===== config.mk =====
export PLATFORM = sky130hd
export DESIGN_NAME = sih_ctrl
export DESIGN_NICKNAME = d
export VERILOG_FILES = /design/src/sih_pkg.sv /design/src/sih_ctrl.sv
export SDC_FILE = /design/constraint.sdc
export NUM_CORES = 1
export LEC_CHECK = 0
export BUFFER_PORTS_ARGS = -buffer_cell sky130_fd_sc_hd__buf_4
export CAP_MARGIN = 20
export CORE_AREA = 10 10 47 49
export DETAILED_ROUTE_END_ITERATION = 8
export DIE_AREA = 0 0 57 59
export GPL_ROUTABILITY_DRIVEN = 0
export GPL_TIMING_DRIVEN = 0
export PLACE_DENSITY = 0.79
export SYNTH_ARGS = -nofsm -noshare
export SYNTH_HDL_FRONTEND = slang
export SYNTH_SLANG_ARGS = --single-unit

===== constraint.sdc =====
create_clock -name clk -period 2.57 [get_ports clk]
set_input_delay 0.514 -clock clk [delete_from_list [all_inputs] [get_ports clk]]
set_output_delay 0.514 -clock clk [all_outputs]
set_load 0.01 [all_outputs]

===== src/sih_pkg.sv =====
`default_nettype none
package sih_pkg;
	localparam logic [63:0] HASH_BASIS = 64'd1469598103934665603;
	localparam logic [63:0] HASH_PRIME = 64'd1099511628211;

	localparam logic [1:0] ST_OK       = 2'd0;
	localparam logic [1:0] ST_FULL     = 2'd1;
	localparam logic [1:0] ST_TOO_LONG = 2'd2;

	typedef enum logic [3:0] {
		S_IDLE,
		S_MUL,
		S_CLEAR,
		S_PROBE_RD,
		S_PROBE_CHK,
		S_LEN_CHK,
		S_CMP_RD,
		S_CMP_CHK,
		S_COPY,
		S_INSERT,
		S_DONE
	} state_t;

	// controller to datapath
	typedef struct packed {
		logic mul_go;
		logic mul_step;
		logic clr_step;
		logic absorb;
		logic probe_init;
		logic bkt_rd;
		logic probe_next;
		logic len_rd;
		logic cmp_init;
		logic cmp_rd;
		logic cmp_next;
		logic copy_step;
		logic insert;
		logic emit;
		logic [1:0] emit_status;
		logic emit_hit;
		logic key_clear;
	} cmd_t;

	// datapath to controller
	typedef struct packed {
		logic mul_done;
		logic clr_done;
		logic too_long;
		logic bkt_empty;
		logic len_match;
		logic cmp_done;
		logic byte_match;
		logic copy_done;
		logic full;
	} sts_t;
endpackage
`default_nettype wire


===== src/sih_ctrl.sv =====
`default_nettype none
module sih_ctrl (
	input  wire               clk,
	input  wire               arst_n,
	input  wire               start,
	input  wire               has_byte,
	input  wire               last_byte,
	input  sih_pkg::sts_t     sts,
	output logic              busy,
	output sih_pkg::cmd_t     cmd
);
	import sih_pkg::*;

	state_t state_q, state_d;
	logic   last_q, last_d;

	always_ff @(posedge clk or negedge arst_n) begin
		if (!arst_n) begin
			state_q <= S_CLEAR;
			last_q  <= 1'b0;
		end else begin
			state_q <= state_d;
			last_q  <= last_d;
		end
	end

	// next state and commands
	always_comb begin
		state_d = state_q;
		last_d  = last_q;
		cmd     = '0;
		busy    = 1'b1;
		case (state_q)
			S_CLEAR: begin
				cmd.clr_step = 1'b1;
				if (sts.clr_done) state_d = S_IDLE;
			end
			S_IDLE: begin
				busy = 1'b0;
				if (start) begin
					last_d = last_byte;
					if (has_byte) begin
						cmd.absorb = 1'b1;
						cmd.mul_go = 1'b1;
						state_d = S_MUL;
					end else if (last_byte) begin
						state_d = S_PROBE_RD;
						cmd.probe_init = 1'b1;
					end
				end
			end
			S_MUL: begin
				cmd.mul_step = 1'b1;
				if (sts.mul_done) begin
					if (last_q) begin
						cmd.probe_init = 1'b1;
						state_d = S_PROBE_RD;
					end else begin
						state_d = S_IDLE;
					end
				end
			end
			S_PROBE_RD: begin
				if (sts.too_long) begin
					cmd.emit = 1'b1;
					cmd.emit_status = ST_TOO_LONG;
					cmd.key_clear = 1'b1;
					state_d = S_IDLE;
				end else begin
					cmd.bkt_rd = 1'b1;
					state_d = S_PROBE_CHK;
				end
			end
			S_PROBE_CHK: begin
				if (sts.bkt_empty) begin
					if (sts.full) begin
						cmd.emit = 1'b1;
						cmd.emit_status = ST_FULL;
						cmd.key_clear = 1'b1;
						state_d = S_IDLE;
					end else begin
						cmd.cmp_init = 1'b1;
						state_d = S_COPY;
					end
				end else begin
					cmd.len_rd = 1'b1;
					state_d = S_LEN_CHK;
				end
			end
			S_LEN_CHK: begin
				cmd.cmp_init = 1'b1;
				if (sts.len_match) begin
					state_d = S_CMP_RD;
				end else begin
					cmd.probe_next = 1'b1;
					state_d = S_PROBE_RD;
				end
			end
			S_CMP_RD: begin
				if (sts.cmp_done) begin
					cmd.emit = 1'b1;
					cmd.emit_hit = 1'b1;
					cmd.emit_status = ST_OK;
					cmd.key_clear = 1'b1;
					state_d = S_IDLE;
				end else begin
					cmd.cmp_rd = 1'b1;
					state_d = S_CMP_CHK;
				end
			end
			S_CMP_CHK: begin
				if (sts.byte_match) begin
					cmd.cmp_next = 1'b1;
					state_d = S_CMP_RD;
				end else begin
					cmd.probe_next = 1'b1;
					state_d = S_PROBE_RD;
				end
			end
			S_COPY: begin
				if (sts.copy_done) begin
					state_d = S_INSERT;
				end else begin
					cmd.copy_step = 1'b1;
				end
			end
			S_INSERT: begin
				cmd.insert = 1'b1;
				cmd.emit = 1'b1;
				cmd.emit_status = ST_OK;
				cmd.key_clear = 1'b1;
				state_d = S_IDLE;
			end
			default: state_d = S_IDLE;
		endcase
	end
endmodule
`default_nettype wire


# [Yosys cells after proc, flatten, opt, wreduce, memory -nomap -nowiden]
# Cells that the tools add are included.
[word_totals] input_bits=14 latch_bits=0 elab_cells=73 mem_bits_ro=0 memories=0 reg_bits=5 mem_bits_rw=0 output_inout_bits=19
[op_classes] bitwise_logic=0 magnitude_cmp=0 n_div=0 shift=0 addsub=0 reduce_logical=3 eq_ne=14 multipliers=0 n_mux=54
[op_table] op="case mux 4 bit (9 select lines)" n=1
[op_table] op="two-way mux 4 bit" n=8
[op_table] op="two-way mux 1 bit" n=30
[op_table] op="two-way mux 3 bit" n=7
[op_table] op="equality test 4 x 3 -> 1 bit, second input constant" n=4
[op_table] op="case mux 3 bit (4 select lines)" n=1
[op_table] op="equality test 4 x 2 -> 1 bit, second input constant" n=2
[op_table] op="equality test 4 bit, second input constant" n=2
[op_table] op="!= test 2 bit, second input constant" n=4
[op_table] op="case mux 1 bit (2 select lines)" n=3
[op_table] op="two-way mux 5 bit" n=1
[op_table] op="AND reduction 5 bit" n=1
[op_table] op="equality test 4 x 1 -> 1 bit, second input constant" n=1
[op_table] op="logical NOT 4 bit" n=1
[op_table] op="two-way mux 2 bit" n=2
[op_table] op="case mux 1 bit (4 select lines)" n=1
[op_table] op="!= test 3 bit, second input constant" n=1
[op_table] op="AND reduction 2 bit" n=1

# [Depth between registers and ports, before layout]
[depth] depth_word=4 depth_mapped=6 ltp_nobuf=5

# [Least setup slack after synthesis]
# OpenSTA, ideal clock, no wires.
[synth_path] path_type="reg-to-output" start="reg state_q[0]" end="out cmd[4] in the netlist's numbering" path_stages_with_launch=5 arrival_time_ps=1563 n_path_buf=2 setup_slack_ps=493 required_ps=2056 path_cell_list="dfrtp_1 -> buf_4 -> nor4_1 -> a311o_1 -> buf_4"
[synth_lines] item="start: declaration" line_no="sih_ctrl.sv:14" rtl="state_t state_q, state_d;"
[synth_lines] item="start signal: assignment" line_no="sih_ctrl.sv:22" rtl="state_q <= state_d;"
[synth_lines] item="end: declaration" line_no="sih_ctrl.sv:10" rtl="output sih_pkg::cmd_t cmd"

==> flow_summary.json <==
{
  "status": "complete, no violations",
  "grt_max_degree": 11,
  "root_buffer": "clkbuf_4",
  "fmax_mhz": 427.6,
  "drtIter0Drc": 15,
  "rsz0062_at_grt": "false",
  "fin_skew_ns": 0.003670,
  "grt_usage_pct": 10.61,
  "p_leak_uw": 0.0004065,
  "cp-end-kind": "output port",
  "clk_pin_slew_worst_paths_ns": 0.05,
  "slowest_delay_ns": 0.37,
  "cap_violations": 0,
  "setup_violations": 0,
  "slew_violations": 0,
  "cts_tree": "done",
  "critPathArrivalTime_ns": 1.82,
  "grt_pass1_vias": 710,
  "hold_ws_ns": 0.06268,
  "drc": 0,
  "wl_per_cell_um": 14.45,
  "clock_latency_ns": 0.24,
  "htree_levels": 1,
  "powerDensity_mw_per_mm2": 805.7,
  "cpMostUsedCell": "buf_4",
  "io_buffers": 32,
  "share_seq_of_total_power_pct": 21.7,
  "die_w_um": 57,
  "start_util_pct": 41.25,
  "fillers": 129,
  "worstSetupPathType": "register to output port",
  "synth_warnings": 0,
  "crit_chain": "buf_6, clkbuf_1, o21ai_1, a311o_1, buf_4, buf_4",
  "critPathLaunchType": "register",
  "layout-drive-gt1-share_pct": 40.35,
  "dp_hpwl_um": 1555,
  "drtAntennaViolNets": 0,
  "synthMuxAreaShare_pct": 0,
  "synth-simple-area-share_pct": 46.75,
  "dieArea_sq_mm": 0.003363,
  "synth_top_family_by_area": "simple AND/OR/NAND/NOR gates",
  "synth.distinct_cells": 34,
  "diodes": 0,
  "worst_pin_slew_ns": 0.4109,
  "cts_setup_buffers": 0,
  "cts_buffers": 3,
  "cts.repair.resized": 0,
  "nNetsFinal": 129,
  "internal-power_uw": 387.9,
  "vias": 698,
  "slowest_stage": "a311o_1",
  "avgViaCountPerCell": 5.369,
  "cts_buffer_depth": 2,
  "combPwrFrac_pct": 65.2,
  "final_cell_mix": "buf_4 (36), nand2_1 (8), nor2_1 (6)",
  "ys_seq_area_share_pct": 21.86,
  "area_delta_synth_final_pct": 49.57,
  "finalWirelength_um": 1879,
  "final_common_cell": "buf_4",
  "hold_buffers": 0,
  "synth_nets": 92,
  "core_area_sq_mm": 0.001401,
  "fin_crit_ns": 2.338,
  "switching_share_pct": 44.31,
  "fp.dieH_um": 59,
  "path_max_fanout": 10,
  "clock-sinks": 5,
  "p_clk_share_pct": 13.0,
  "p_sw_uw": 308.7,
  "grt_overflow": 0,
  "synth_xor_area_share_pct": 0,
  "critPathRequiredTime_ns": 2.06,
  "firstDrtPassIters": 4,
  "setup_tns_ns": 0,
  "hold_viol": 0,
  "slew_headroom_pct": 72.61,
  "row_count": 14,
  "io_pins": 33,
  "hold_class": "input port to asynchronous set/reset pin",
  "antenna_found_initial": 0,
  "ir_drop_v": 0.0003872,
  "synth_seq_cells": 5,
  "avgSynthCellArea_sq_um": 7.411,
  "post-route-period-util_pct": 90.99,
  "synth_compound_area_share_pct": 18.83,
  "grt_pass1_wl_um": 2987,
  "synthCells": 78,
  "syn-cell-area_sq_um": 578.1,
  "synth_adder_area_share_pct": 0
}
[per-layer routing]
metal | track usage (%) | part of all wire [%]
met5 | 0 | 0
met4 | 7.047 | 1.1
met3 | 2.790 | 6.4
met2 | 18.76 | 51
met1 | 10.75 | 41
[synthesized netlist by cell type]
cell type,count,area (sq um)
nand2b_1,4,25.02
a311o_1,1,10.01
a211oi_1,2,15.01
buf_4,4,30.03
or3_1,2,12.51
or4_1,2,15.01
nand4_1,1,6.260
and3_1,1,6.260
nor4b_1,1,8.760
nor2_1,6,22.52
nor3b_1,4,30.03
buf_2,1,5.000
nand4bb_1,2,22.52
o41ai_2,1,16.27
nand2_1,8,30.03
nor4_1,4,25.02
dfrtp_1,4,100.1
nor4_4,1,21.27
a21oi_1,2,10.01
o21bai_1,1,7.510
inv_2,2,7.510
o22ai_1,1,6.260
nor2b_1,1,6.260
nand3_1,1,5.000
inv_1,4,15.01
dfstp_2,1,26.28
and2_1,1,6.260
nand3b_1,1,7.510
nor3_1,4,20.02
clkbuf_1,1,3.750
o21ai_1,2,10.01
o32ai_1,1,8.760
buf_6,1,11.26
o21ai_0,5,25.02
[registers in the layout, indices dropped and copies added, names as in the netlist]
register and flops:
last_q 1, state_q 4
[worst paths after layout]
check | cells after the start | to | from | slack, ns
worst max-delay path | 6 | cmd[4] | state_q[2] | 0.23
min in group clk | 2 | state_q[0] | sts[8] | 0.49
worst min-delay path | 1 | state_q[0] | arst_n | 0.06
max in group asynchronous | 1 | state_q[1] | arst_n | 2.31
worst max register to register | 5 | state_q[1] | state_q[2] | 1.05
worst min register to register | 2 | last_q | last_q | 0.52
[per-stage QoR]
stage | setup WS, ns | instance area (sq um) | instances | utilization [%] | power [uW]
floorplan | 0.4931 | 578.1 | 78 | - | 450.3
global route | 0.1267 | 864.6 | 130 | 61.70 | 759.7
CTS | 0.2118 | 864.6 | 130 | 61.70 | 705.8
detailed placement | 0.4817 | 838.3 | 126 | 59.82 | 609.8
finish | 0.2316 | 864.6 | 130 | 61.70 | 696.6
global placement | 0.5046 | 838.3 | 126 | 59.82 | 605.2
[critical path, delay by kind of cell (launching register included)]
family,cells,cell delay (ns)
DFF,1,0.33
AOI/OAI and AO/OA,2,0.50
buffers and inverters,4,0.75
[area by class of cell]
| cell class | instances | area (sq um) | share of cell area (%) |
|---|---|---|---|
| Multi-Input combinational cell | 60 | 379.1 | 43.85 |
| Timing Repair Buffer | 32 | 240.2 | 27.79 |
| Tap cell | 16 | 20.02 | 2.315 |
| Inverter | 6 | 22.52 | 2.605 |
| Buffer | 7 | 50.05 | 5.789 |
| Sequential cell | 5 | 126.4 | 14.62 |
| Clock buffer | 4 | 26.28 | 3.039 |
[power groups by stage]
| stage | sequential, uW | combinational, uW | clock [uW] |
|---|---|---|---|
| after floorplan | 140 | 310 | 0 |
| after global placement | 150 | 455 | 0 |
| after detailed placement | 152 | 458 | 0 |
| after CTS | 151 | 460 | 95.2 |
| after global routing | 156 | 503 | 102 |
| final | 151 | 454 | 90.9 |
[logic make-up (layout without fill, tap and decap cells)]
kind of cell,Yosys count,after routing
simple gates,44,44
buf+inv,13,49
compound gates,16,16
flops,5,5
No activity file was read; power rests on OpenSTA's default activity.
